### config.mk
export PLATFORM = sky130hd
export DESIGN_NAME = ffaa_cell
export DESIGN_NICKNAME = d
export VERILOG_FILES = /design/src/sv/ffaa_pkg.sv /design/src/sv/ffaa_cell.sv
export SDC_FILE = /design/constraint.sdc
export NUM_CORES = 1
export LEC_CHECK = 0
export BUFFER_PORTS_ARGS = -buffer_cell sky130_fd_sc_hd__buf_2
export CAP_MARGIN = 20
export CORE_MARGIN = 2
export CORE_UTILIZATION = 43
export DETAILED_ROUTE_END_ITERATION = 6
export HOLD_SLACK_MARGIN = 0.06
export MAX_ROUTING_LAYER = met4
export PLACE_DENSITY = 0.86
export SLEW_MARGIN = 20
export SYNTH_ARGS = -nofsm -noshare
export SYNTH_HDL_FRONTEND = slang
export SYNTH_SLANG_ARGS = --single-unit
### constraint.sdc
create_clock -name clock -period 2.6 [get_ports clock]
set_input_delay 0.52 -clock clock [delete_from_list [all_inputs] [get_ports clock]]
set_output_delay 0.52 -clock clock [all_outputs]
set_load 0.02 [all_outputs]
### src/sv/ffaa_pkg.sv
`timescale 1ns / 1ps
// Shared types and constants for the first-fit arena allocator.
// Depends on nothing; the top, the cell and the testbench use it.
package ffaa_pkg;

   localparam int ARENA_BYTES_DEF  = 4096;
   localparam int HEADER_BYTES_DEF = 8;
   localparam int MIN_SPLIT_DEF    = 8;
   localparam int MAX_SEGMENTS_DEF = 64;

   localparam int SEG_W = 17;

   localparam logic [2:0] ST_OK       = 3'd0;
   localparam logic [2:0] ST_BAD_SIZE = 3'd1;
   localparam logic [2:0] ST_NO_FIT   = 3'd2;
   localparam logic [2:0] ST_FULL     = 3'd3;
   localparam logic [2:0] ST_UNKNOWN  = 3'd4;

   localparam logic CMD_ALLOC = 1'b0;
   localparam logic CMD_FREE  = 1'b1;

   typedef enum logic [2:0] {
      CELL_NONE,
      CELL_SPLIT,
      CELL_TAKE,
      CELL_MARK,
      CELL_MERGE_RIGHT,
      CELL_MERGE_LEFT
   } cell_cmd_type;

   typedef struct packed {
      logic             valid;
      logic             free;
      logic [SEG_W-1:0] start;
      logic [SEG_W-1:0] size;
   } seg_type;

   typedef struct packed {
      logic             act;
      logic             search;
      logic             found;
      logic             just;
      logic             prev_free;
      logic             lf;
      logic             rf;
      logic [SEG_W-1:0] start;
      logic [SEG_W-1:0] size;
   } pkt_type;

   typedef struct packed {
      cell_cmd_type     cmd;
      logic             is_free;
      logic [SEG_W-1:0] req;
      logic [11:0]      off;
      logic [SEG_W-1:0] nstart;
      logic [SEG_W-1:0] nsize;
   } bcast_type;

endpackage

### src/sv/ffaa_cell.sv
`timescale 1ns / 1ps
// One segment cell of the allocator chain: holds a segment, passes the search
// packet on, and shifts with its neighbors. Depends on ffaa_pkg.
module ffaa_cell #(
   parameter bit IS_HEAD      = 1'b0,
   parameter int ARENA_BYTES  = ffaa_pkg::ARENA_BYTES_DEF,
   parameter int HEADER_BYTES = ffaa_pkg::HEADER_BYTES_DEF
) (
   input  logic                clock,
   input  logic                reset,
   input  ffaa_pkg::bcast_type bcast,
   input  ffaa_pkg::pkt_type   pkt_in,
   output ffaa_pkg::pkt_type   pkt_out,
   input  ffaa_pkg::seg_type   left_seg,
   input  logic                left_sel,
   input  ffaa_pkg::seg_type   right_seg,
   input  logic                right_sel,
   output ffaa_pkg::seg_type   seg_out,
   output logic                sel_out
);

   localparam logic [ffaa_pkg::SEG_W-1:0] HDR = ffaa_pkg::SEG_W'(HEADER_BYTES);

   ffaa_pkg::seg_type seg_ff, seg_in;
   ffaa_pkg::pkt_type pkt_ff, pkt_in_d;
   logic              sel_ff, sel_in, after_ff, after_in;
   logic              match;
   logic [ffaa_pkg::SEG_W:0] hdr_pos;

   assign hdr_pos = {1'b0, seg_ff.start} + {1'b0, HDR};

   always_comb begin
      if (bcast.is_free) begin
         match = seg_ff.valid && !seg_ff.free &&
                 (hdr_pos == (ffaa_pkg::SEG_W+1)'(bcast.off));
      end else begin
         match = seg_ff.valid && seg_ff.free && (seg_ff.size >= bcast.req);
      end
   end

   always_comb begin
      pkt_in_d = pkt_in;
      pkt_in_d.prev_free = seg_ff.valid && seg_ff.free;
      pkt_in_d.just = 1'b0;
      sel_in = sel_ff;
      after_in = after_ff;
      if (pkt_in.act) begin
         if (pkt_in.search && match) begin
            sel_in = 1'b1;
            after_in = 1'b0;
            pkt_in_d.search = 1'b0;
            pkt_in_d.found = 1'b1;
            pkt_in_d.just = 1'b1;
            pkt_in_d.lf = pkt_in.prev_free;
            pkt_in_d.start = seg_ff.start;
            pkt_in_d.size = seg_ff.size;
         end else if (pkt_in.found) begin
            sel_in = 1'b0;
            after_in = 1'b1;
            if (pkt_in.just) begin
               pkt_in_d.rf = seg_ff.valid && seg_ff.free;
            end
         end else begin
            sel_in = 1'b0;
            after_in = 1'b0;
            pkt_in_d.search = pkt_in.search && seg_ff.valid;
         end
      end
   end

   always_comb begin
      seg_in = seg_ff;
      unique case (bcast.cmd)
         ffaa_pkg::CELL_SPLIT: begin
            if (left_sel) begin
               seg_in.valid = 1'b1;
               seg_in.free = 1'b1;
               seg_in.start = bcast.nstart;
               seg_in.size = bcast.nsize;
            end else if (after_ff) begin
               seg_in = left_seg;
            end else if (sel_ff) begin
               seg_in.size = bcast.req;
               seg_in.free = 1'b0;
            end
         end
         ffaa_pkg::CELL_TAKE: begin
            if (sel_ff) seg_in.free = 1'b0;
         end
         ffaa_pkg::CELL_MARK: begin
            if (sel_ff) seg_in.free = 1'b1;
         end
         ffaa_pkg::CELL_MERGE_RIGHT: begin
            if (sel_ff) begin
               seg_in.size = seg_ff.size + HDR + right_seg.size;
               seg_in.free = 1'b1;
            end else if (after_ff) begin
               seg_in = right_seg;
            end
         end
         ffaa_pkg::CELL_MERGE_LEFT: begin
            if (right_sel) begin
               seg_in.size = seg_ff.size + HDR + right_seg.size;
            end else if (sel_ff || after_ff) begin
               seg_in = right_seg;
            end
         end
         default: begin
            seg_in = seg_ff;
         end
      endcase
   end

   always_ff @(posedge clock) begin
      if (reset) begin
         seg_ff.valid <= IS_HEAD;
         seg_ff.free <= IS_HEAD;
         seg_ff.start <= '0;
         seg_ff.size <= IS_HEAD ? ffaa_pkg::SEG_W'(ARENA_BYTES - HEADER_BYTES) : '0;
         sel_ff <= 1'b0;
         after_ff <= 1'b0;
         pkt_ff <= '0;
      end else begin
         seg_ff <= seg_in;
         sel_ff <= sel_in;
         after_ff <= after_in;
         pkt_ff <= pkt_in_d;
      end
   end

   assign pkt_out = pkt_ff;
   assign seg_out = seg_ff;
   assign sel_out = sel_ff;

endmodule

Word-level counts from Yosys, hierarchy flattened
Cells that the tools add are included.

$add $sub $neg: 3. Reduce and logical (&&, ||, !) cells: 14. Muxes and demuxes: 33. Equal/unequal tests: 15. Bitwise logic cells: 1. Magnitude comparators: 1.

Operators with widths (number): two-way mux 36 bit (4); two-way mux 17 bit (6); case mux 34 bit (3 select lines) (1); two-way mux 34 bit (1); two-way mux 19 bit (1); adder 17 x 4 -> 18 bit, second input constant (1); == test 18 x 12 -> 1 bit (1); adder 17 bit (1); adder 17 x 4 -> 17 bit, second input constant (1); >= comparator 17 bit (1); two-way mux 1 bit (16); != test 2 bit, second input constant (5); != test 3 bit, second input constant (3); == test 3 x 2 -> 1 bit, second input constant (2); == test 3 bit, second input constant (2); logical AND 1 bit (6); AND reduction 6 bit (1); case mux 1 bit (5 select lines) (1); AND reduction 5 bit (1); nonzero test 5 bit (1); != test 4 bit, second input constant (1); AND reduction 4 bit (1); == test 3 x 1 -> 1 bit, second input constant (1); two-way mux 3 bit (1); other kinds (7) (7).

Flip-flop bits (word level): 79.

Longest topological paths before layout
Gate-level depths: netlist of run 1.

Depth after elaboration: 7. Depth in mapped cells: 12. Gate-level depth less buffers: 12.

Worst setup path after synthesis of run 1
No wires, ideal clock.

Kind: input-to-reg. Start: input port right_seg[1] (netlist bit). End: register seg_ff, in the netlist seg_out[13]. Stages on the path: 12. Arrival time: 2.626 ns. Setup time: 0.136 ns. Required time: 2.464 ns. Path slack: -0.162 ns. Cells stage by stage: ha_1 -> ha_1 -> inv_1 -> fa_1 -> nor2b_1 -> o211ai_1 -> a21bo_2 -> a31oi_1 -> o211ai_1 -> xnor2_1 -> a221oi_1 -> a211oi_1.

Longest elaborated chain between the ends: 3. Elaborated cells on any way between the ends: 4. Classes of those cells: add/sub: 1; mux: 3.

Ends and longest elaborated chain: from (decl) (line ffaa_cell.sv:16) `input ffaa_pkg::seg_type right_seg,`; adder 17 bit (*) (line ffaa_cell.sv:95, ffaa_cell.sv:103); two-way mux 17 bit, on equally long branches (line ffaa_cell.sv:102, ffaa_cell.sv:94); case mux 34 bit (3 select lines) (*) (line ffaa_cell.sv:73) `unique case (bcast.cmd)`; to (signal assigned) (line ffaa_cell.sv:124) `seg_ff <= seg_in;`; to (decl) (line ffaa_cell.sv:24) `ffaa_pkg::seg_type seg_ff, seg_in;`.

Mark *: on every way between the ends. The rest lies on a longest branch, timed or not. A chain may end at the register's enable or synchronous reset.

Worst setup path in the final report of run 1
Start: register seg_ff, in the netlist seg_out[1]. End: register seg_ff, in the netlist seg_out[13].

Longest elaborated chain between the ends: 4. Elaborated cells on any way between the ends: 5. Classes of those cells: add/sub: 2; mux: 3.

Ends and longest elaborated chain (line): adder 17 x 4 -> 17 bit (*) (ffaa_cell.sv:95, ffaa_cell.sv:103); adder 17 bit (*) (ffaa_cell.sv:95, ffaa_cell.sv:103); two-way mux 17 bit, on equally long branches (ffaa_cell.sv:102, ffaa_cell.sv:94); case mux 34 bit (3 select lines) (*) (ffaa_cell.sv:73).

Marked as above.

==> results of run 1 <==
[cell families after synthesis]
group,share of synthesized area [%]
adder cells (fa/ha/maj),11.3
AO/OA/AOI/OAI,17.8
AND/OR/NAND/NOR,16.9
XOR/XNOR,4.28
flip-flops,27.7
buffers and inverters,5.83
multiplexers,16.1
[cells in the final DEF, fill, tap and decap left out, types with 7 or more instances in the layout]
cell type / instances
a21oi_1: 46
buf_2: 261
buf_4: 64
clkbuf_16: 12
dfxtp_1: 70
dfxtp_2: 8
ha_1: 38
ha_4: 10
inv_1: 31
mux2i_1: 89
nand2_1: 32
nand3_1: 16
nor2_1: 115
nor3_1: 15
o211ai_1: 7
o21a_1: 7
o21ai_0: 26
o221ai_1: 8
o22ai_1: 18
xnor2_1: 19
xor2_1: 7
[critical path, cell delays in order, from the launching register on]
cell and delay (ns):
dfxtp_4 0.36, ha_4 0.26, ha_4 0.12, inv_2 0.03, fa_2 0.37, nor2b_4 0.13, o211ai_1 0.09, a21bo_2 0.24
a31oi_4 0.17, o211ai_1 0.13, xnor2_1 0.17, a221oi_2 0.28, a211oi_2 0.11
[report_power, final]
group	leakage, µW	internal (µW)	total [µW]	switching [µW]
registers	0.000657	1290	1350	58.1
clock network	0.000163	874	1420	541
logic	0.00351	578	1240	658
[stage by stage]
step                setup slack (ns)  util, %  total power [µW]  setup TNS (ns)  hold WS [ns]
floorplan                    -0.0405        -              2080         -0.0405         0.568
global placement              -0.353     58.5              2520           -9.82         0.505
detailed placement            -0.415     58.5              2550          -11.54         0.507
CTS                          -0.0494     61.5              3970         -0.0494         0.407
global route                  -0.152     63.4              4190           -1.04         0.413
finish                       -0.0336     63.4              4000         -0.0339         0.412
[final cells by class]
type	count	area (µm²)	share of cell area [%]
Inverter	33	124	1.49
Clock buffer	10	239	2.88
Clock inverter	6	91.3	1.10
Timing Repair Buffer	334	1970	23.7
Sequential cell	79	1600	19.2
Tap cell	176	220	2.65
Antenna cell	4	10.0	0.121
Multi-Input combinational cell	544	4050	48.8
[per-layer routing]
| metal | vias up | GRT usage [%] |
|---|---|---|
| met1 | 3001 | 31.4 |
| met5 | - | - |
| met2 | 278 | 42.9 |
| met4 | 0 | 12.1 |
| li1 | 3125 | - |
| met3 | 53 | 4.79 |
[registers in the layout, summed over array words and instances (netlist names)]
register  cells
seg_out      36
pkt_out      41
sel_out       1
after_ff      1
[how the worst max path moves through the flow]
| stage | from | to | slack (ns) | cells after the start |
|---|---|---|---|---|
| floorplan | right_seg[1] | seg_out[13] | -0.04 | 12 |
| global placement | right_seg[1] | seg_out[13] | -0.35 | 13 |
| detailed placement | right_seg[1] | seg_out[13] | -0.41 | 13 |
| CTS | seg_out[1] | seg_out[13] | -0.05 | 12 |
| global route | seg_out[7] | seg_out[13] | -0.15 | 11 |
| finish | seg_out[1] | seg_out[13] | -0.03 | 12 |
[what timing repair did]
action / 4_1_cts / 5_1_grt
pin swaps: 9 / 25
endpoints found under the setup margin: 34 / 41
resized for setup: 9 / 29
cloned: 0 / 3
setup buffers: 2 / 5
[synthesized netlist by cell type (8+ instances only)]
cell type and number:
a21oi_1 48, o21ai_0 28, o221ai_1 9, xnor2_1 19, o22ai_1 18, inv_1 32
nand3_1 16, mux2i_1 92, buf_2 8, nand2_1 33, clkbuf_1 30, nor3_1 17
dfxtp_1 79, ha_1 50, nor2_1 115
==> impl_metrics.tcl, run 1 <==
set metrics [dict create \
    grt_max_degree 54 \
    min_period_over_period_pct 101 \
    seq_area_frac_synth_pct 27.7 \
    start_kind "flip-flop" \
    wl_per_cell_um 16.3 \
    antenna_found_initial 3 \
    die_w_um 119 \
    h-tree-depth 3 \
    dpl.cell_count 1156 \
    start_util_pct 43.6 \
    fin_crit_ns 2.63 \
    p_per_area_mw_per_mm2 482 \
    r2r_cells 12 \
    endpoint_kind "flip-flop" \
    rows 42 \
    crit_path_max_fanout 3 \
    grt_pass1_vias 6104 \
    routabilityCongestion 0.944 \
    worstPathArrival_ns 2.82 \
    cts_tree "yes" \
    postRouteWirelength_mm 19.3 \
    peakVddDrop_mv 0.339 \
    grt_pass1_wl_mm 28.9 \
    max-clock-path-buffers 2 \
    chipHeight_um 119 \
    fmax_mhz 380 \
    leakage_uw 0.00433 \
    dp_hpwl_mm 14.6 \
    ys_types 52 \
    synthToLayoutAreaGrowth_pct 45.4 \
    die_area_mm2 0.0142 \
    drc 0 \
    instances_no_fill 1186 \
    yosysTopAreaCell "dfxtp_1" \
    crit_type "flip-flop to flip-flop" \
    synth_top_area_share_pct 27.7 \
    drt_iter0_markers 347 \
    rsz0062_at_grt "yes" \
    synthesis.area_mm2 0.00571 \
    avgSynthCellArea_um2 8.14 \
    dr.pass1.iters 5 \
    top_layer_used "met4" \
    setup_viol 2 \
    clock_sinks 79 \
    cts_root_buf "clkbuf_16" \
    cts.clk_slew.worst_paths_ns 0.07 \
    routed_via_density 5.44 \
    worst_slack_ns -0.0336 \
    min_from "pkt_in[23]" \
    yosys_warnings 0 \
    ys_top_cells_by_area "dfxtp_1, mux2i_1, ha_1, nor2_1, a21oi_1" \
    slew_headroom_pct 42.8 \
    cts_hold_buf 0 \
    r2r_end "seg_out[13]" \
    worst_pin_slew_ns 0.858 \
    wl_met2_mm 9.18 \
    drv_cap 0 \
    wl_met1_mm 8.17 \
    hold_violations 0 \
    track_usage_pct 26.3 \
    portBuffers 261 \
    synth_nets 936 \
    finClkSkew_ns 0.00584 \
    num_io_pins 262 \
    clock_latency_ns 0.34 \
    route.met3.wl_mm 1.27 \
    drv_slew 0 \
    final_antenna_net_count 0 \
    dpl_cell_area_mm2 0.00766 \
    stdcell_area_mm2 0.00830 \
    critPathRequiredTime_ns 2.79 \
    status "finished, violations left" \
    fillCellCount 1103 \
    synth-edff-count 0 \
    drive_gt1_share_pct 39.8 \
    hp-class "primary input to flip-flop" \
    cts_buffers 9 \
    whs_endpoint "pkt_out[23]" \
    synth-main-ff-cell "dfxtp_1" \
    r2r_slack_ns -0.03 \
    synthCells 701 \
    violations "setup timing" \
    reg2reg_from "seg_out[1]" \
    vias 6457 \
    whs_path_depth 3 \
    synth-async-reset-ratio_pct 0 \
    nets 1236 \
    grt_overflow 0 \
    ys_ff_latch 79 \
    core_area_mm2 0.0131 \
]
Note: power is estimated with default switching activity, not from simulation.
==> inputs of run 2 (changes only) <==
--- a/config.mk
+++ b/config.mk
@@ -13,6 +13,7 @@
 export HOLD_SLACK_MARGIN = 0.06
 export MAX_ROUTING_LAYER = met4
 export PLACE_DENSITY = 0.86
+export SETUP_SLACK_MARGIN = 0.3
 export SLEW_MARGIN = 20
 export SYNTH_ARGS = -nofsm -noshare
 export SYNTH_HDL_FRONTEND = slang
==> impl_metrics.tcl, run 2 (synthesized netlist as in run 1, its figures left out) <==
set metrics [dict create \
    core_area_mm2 0.0131 \
    routabilityCongestion 0.996 \
    clock_latency_ns 0.34 \
    cts_root_buf "clkbuf_16" \
    finClkSkew_ns 0.0121 \
    track_usage_pct 27.6 \
    worstPathArrival_ns 2.80 \
    dp_hpwl_mm 15.0 \
    whs_path_depth 3 \
    vias 6485 \
    wl_per_cell_um 16.4 \
    largest_reg_flops 41 \
    r2r_cells 12 \
    final_cell_mix "buf_2, nor2_1, mux2i_1, buf_4, dfxtp_1" \
    start_kind "flip-flop" \
    layout.cells.most_common "buf_2" \
    cts_tree "yes" \
    final_antenna_net_count 0 \
    p_per_area_mw_per_mm2 448 \
    cts_buffers 9 \
    r2r_slack_ns 0.02 \
    rows 42 \
    drive_gt1_share_pct 44.1 \
    dr.pass1.iters 5 \
    drc 0 \
    max-clock-path-buffers 2 \
    multi_input_area_mm2 0.00420 \
    fin_crit_ns 2.58 \
    endpoint_kind "flip-flop" \
    leakage_uw 0.00451 \
    fillCellCount 1081 \
    start_util_pct 43.6 \
    portBuffers 261 \
    synthToLayoutAreaGrowth_pct 52.5 \
    grt_overflow 0 \
    die_w_um 119 \
    die_area_mm2 0.0142 \
    drv_slew 0 \
    grt_pass1_wl_mm 30.2 \
    r2r_end "seg_out[13]" \
    antenna_found_initial 4 \
    slowest_delay_ns 0.35 \
    regArea_mm2 0.00161 \
    reg2reg_from "seg_out[1]" \
    instances_no_fill 1211 \
    cp_cell_sequence "ha_4, ha_4, inv_2, fa_2, nor2b_2, o211ai_1, a21bo_2, a31oi_4, o211ai_1, xnor2_1, a221oi_2, a211oi_2" \
    min_period_over_period_pct 99.4 \
    hp-class "primary input to flip-flop" \
    min_from "pkt_in[24]" \
    cts_hold_buf 0 \
    drt_iter0_markers 424 \
    cts.clk_slew.worst_paths_ns 0.07 \
    fmax_mhz 387 \
    critPathSlowestCell "dfxtp_4" \
    h-tree-depth 3 \
    num_io_pins 262 \
    crit_path_max_fanout 2 \
    hold_violations 0 \
    crit_type "flip-flop to flip-flop" \
    postRouteWirelength_mm 19.9 \
    routed_via_density 5.36 \
    chipHeight_um 119 \
    whs_endpoint "pkt_out[24]" \
    worst_pin_slew_ns 0.688 \
    nets 1262 \
    slew_headroom_pct 54.0 \
    setup_viol 0 \
    power.total_uw 3900 \
    drv_cap 0 \
    dpl.cell_count 1156 \
    peakVddDrop_mv 0.338 \
    grt_max_degree 54 \
    status "complete, no violations" \
    rsz0062_at_grt "yes" \
    clock_sinks 79 \
    critPathRequiredTime_ns 2.82 \
    grt_pass1_vias 6223 \
]
## run 2: cell types whose count changed in the layout (fill, tap and decap cells not counted), moves of 3 or more
cell / delta
a21oi_1: -5
a21oi_2: +4
buf_16: +4
buf_4: +12
buf_6: +12
clkbuf_16: -3
dfxtp_1: -5
dfxtp_4: +5
ha_1: -5
ha_4: +6
inv_1: -3
o21ai_0: -5
o21ai_1: +4
## run 2: per-layer routing
| layer | vias to the layer above | wire length [µm] | global-route usage (%) | share of wire, % |
|---|---|---|---|---|
| met3 | 52 | 1340 | 5.70 | 6.7 |
| met2 | 274 | 9580 | 45.6 | 48 |
| met4 | 0 | 546 | 12.0 | 2.7 |
| met1 | 2982 | 8400 | 32.5 | 42 |
| li1 | 3177 | - | - | - |
| met5 | - | 0 | - | 0 |
## run 2: cell type report
class | instances | share of cell area, %
Antenna cell | 4 | 0.115
Clock inverter | 4 | 0.316
Inverter | 33 | 1.51
Clock buffer | 11 | 2.90
Tap cell | 176 | 2.53
Multi-Input combinational cell | 544 | 48.2
Timing Repair Buffer | 360 | 25.9
Sequential cell | 79 | 18.5
## run 2: report_power, final
group / internal (µW) / leakage [µW] / switching, µW
sequential: 1290 / 0.000660 / 59.8
combinational: 638 / 0.00371 / 696
clock: 696 / 0.000138 / 521
## run 2: worst max path at each step
stage / slack, ns / from / end
finish: 0.02 / seg_out[1] / seg_out[13]
global route: -0.08 / seg_out[1] / seg_out[13]
CTS: 0.04 / seg_out[21] / pkt_out[20]
detailed placement: -0.39 / right_seg[1] / seg_out[13]
global placement: -0.30 / right_seg[1] / seg_out[13]
floorplan: -0.04 / right_seg[1] / seg_out[13]
## run 2: worst max-delay path, delay by kind of cell, from the launching register on
family          cells  cell delay [ns]
xor+xnor            1             0.17
buf+inv             1             0.03
simple gates        1             0.15
flops               1             0.35
compound gates      6             1.02
fa+ha+maj           3             0.74
## run 2: repair_timing
item                                    CTS  global route
endpoints found under the setup margin   50            52
pin swaps                                31            34
gates cloned                              4             0
setup buffers                            19            13
gates resized for setup                  36            38
## run 2: stage by stage
stage / area, µm² / worst slack, ns / util (%) / setup TNS [ns] / hold WS [ns]
floorplan: 5940 / -0.0397 / - / -0.0397 / 0.564
detailed placement: 7780 / -0.394 / 59.4 / -6.31 / 0.515
CTS: 8440 / 0.0366 / 64.5 / 0 / 0.403
global route: 8700 / -0.0787 / 66.5 / -0.648 / 0.413
global placement: 7780 / -0.302 / 59.4 / -3.39 / 0.514
finish: 8700 / 0.0154 / 66.5 / 0 / 0.413
==> inputs of run 3 (changes only) <==
--- a/config.mk
+++ b/config.mk
@@ -5,14 +5,14 @@
 export SDC_FILE = /design/constraint.sdc
 export NUM_CORES = 1
 export LEC_CHECK = 0
-export BUFFER_PORTS_ARGS = -buffer_cell sky130_fd_sc_hd__buf_2
 export CAP_MARGIN = 20
 export CORE_MARGIN = 2
-export CORE_UTILIZATION = 43
+export CORE_UTILIZATION = 55
 export DETAILED_ROUTE_END_ITERATION = 6
+export DONT_BUFFER_PORTS = 1
 export HOLD_SLACK_MARGIN = 0.06
 export MAX_ROUTING_LAYER = met4
-export PLACE_DENSITY = 0.86
+export PLACE_DENSITY = 0.82
 export SETUP_SLACK_MARGIN = 0.3
 export SLEW_MARGIN = 20
 export SYNTH_ARGS = -nofsm -noshare
==> impl_metrics.tcl, run 3 (synthesized netlist as in run 1, its figures left out) <==
set metrics [dict create \
    cts_buffers 9 \
    dp_hpwl_mm 13.6 \
    p_int_uw 2410 \
    p_clk_share_pct 31.6 \
    leakage_uw 0.00328 \
    regArea_mm2 0.00161 \
    grt_pass1_vias 5543 \
    num_io_pins 262 \
    dr.pass1.iters 5 \
    peakVddDrop_mv 0.221 \
    fin_crit_ns 2.63 \
    p_comb_share_pct 29.1 \
    wl_per_cell_um 21.2 \
    fmax_mhz 380 \
    seq_power_share_pct 39.3 \
    routed_via_density 6.39 \
    multi_input_area_mm2 0.00427 \
    violations "setup timing" \
    portBuffers 0 \
    drv_cap 0 \
    dpl_cell_area_mm2 0.00637 \
    drv_slew 0 \
    die_area_mm2 0.0112 \
    endpoint_kind "flip-flop" \
    die_w_um 106 \
    status "finished, violations left" \
    min_from "reset" \
    cts.clk_slew.worst_paths_ns 0.09 \
    fillCellCount 762 \
    p_sw_uw 1130 \
    p_sw_share_pct 31.9 \
    critPathSlowestCell "dfxtp_4" \
    cts_root_buf "clkbuf_8" \
    crit_top_cell "buf_6" \
    drc 0 \
    synthToLayoutAreaGrowth_pct 25.8 \
    cts_tree "yes" \
    antenna_found_initial 1 \
    clock_latency_ns 0.35 \
    drt_iter0_markers 464 \
    largest_reg_flops 41 \
    vias 5686 \
    min_period_over_period_pct 101 \
    place_ws_ns -0.203 \
    critPathLaunch "seg_out[1]" \
    grt_max_degree 83 \
    stdcell_area_mm2 0.00718 \
    cts_hold_buf 0 \
    hold_violations 0 \
    grt_pass1_wl_mm 27.6 \
    start_util_pct 56.0 \
    routabilityCongestion 0.932 \
    worstPathArrival_ns 2.88 \
    finClkSkew_ns 0.0117 \
    worst_slack_ns -0.0304 \
    final_antenna_net_count 0 \
    final_cell_mix "nor2_1, mux2i_1, dfxtp_1, buf_4, a21oi_1" \
    p_per_area_mw_per_mm2 494 \
    reg2reg_from "seg_out[1]" \
    power.total_uw 3550 \
    rows 37 \
    slowest_delay_ns 0.37 \
    crit_path_max_fanout 5 \
    crit_type "flip-flop to flip-flop" \
    layout.cells.most_common "nor2_1" \
    core_area_mm2 0.0102 \
    drive_gt1_share_pct 24.7 \
    rsz0062_at_grt "yes" \
    setup_viol 4 \
    start_kind "flip-flop" \
    nets 983 \
    worst_pin_slew_ns 0.801 \
    postRouteWirelength_mm 18.9 \
    clock_sinks 79 \
    max-clock-path-buffers 2 \
    grt_overflow 0 \
    track_usage_pct 31.9 \
    hp-class "primary input to flip-flop" \
    slew_headroom_pct 46.4 \
    h-tree-depth 3 \
    chipHeight_um 106 \
    critPathRequiredTime_ns 2.85 \
    cp_cell_sequence "buf_6, ha_4, nor2b_4, o211ai_1, a31oi_1, o211ai_1, nand2_2, o211ai_4, buf_6, buf_6, clkbuf_16, mux2i_1, nor2_1" \
]
[run 3: what timing repair did]
action,in CTS,in global routing
resized for setup,20,60
gates cloned,3,1
pin swaps,21,35
setup endpoints to repair,50,52
setup buffers,12,5
[run 3: layout make-up]
class	count	area share, %
clock inverter	5	1.48
multi-input combinational	544	59.5
antenna	1	0.0349
tap	136	2.37
clock buffer	11	1.83
inverter	33	1.83
timing repair buffer	81	10.5
sequential	79	22.4
[run 3: stage by stage]
stage               setup TNS (ns)  instances  util [%]  hold WS (ns)
finish                     -0.0664        890      70.5         0.238
global route                 -1.69        890      70.5         0.202
CTS                              0        883      67.2         0.216
detailed placement           -2.42        852      62.6         0.562
global placement            -0.331        852      62.6         0.556
floorplan                  -0.0397        701         -         0.564
[run 3: routing by layer]
| layer | track usage (%) | wire length [µm] | up-vias |
|---|---|---|---|
| met5 | - | 0 | - |
| met4 | 14.4 | 714 | 0 |
| met3 | 8.29 | 1700 | 73 |
| met2 | 51.3 | 9290 | 327 |
| met1 | 37.7 | 7190 | 2680 |
| li1 | - | - | 2606 |
[run 3: power groups by stage]
stage | combinational [µW] | sequential, µW | clock [µW]
global placement | 864 | 1420 | 0
finish | 1030 | 1390 | 1120
global route | 1120 | 1400 | 1180
floorplan | 635 | 1460 | 0
detailed placement | 904 | 1420 | 0
CTS | 926 | 1390 | 1120
[run 3: worst max-delay path: cells and delay by family (launching register included)]
family,cells,cell delay (ns)
flops,1,0.37
simple gates,3,0.31
fa+ha+maj,1,0.21
mux,1,0.22
compound gates,4,0.90
buf+inv,4,0.52
[run 3: path summary, 6_finish.rpt]
kind	endpoint	slack (ns)	cells past startpoint
worst max register to register	pkt_out[22]	-0.03	13
worst min register to register	seg_out[32]	0.57	2
worst min-delay path	seg_out[8]	0.24	1
worst max-delay path	pkt_out[22]	-0.03	13
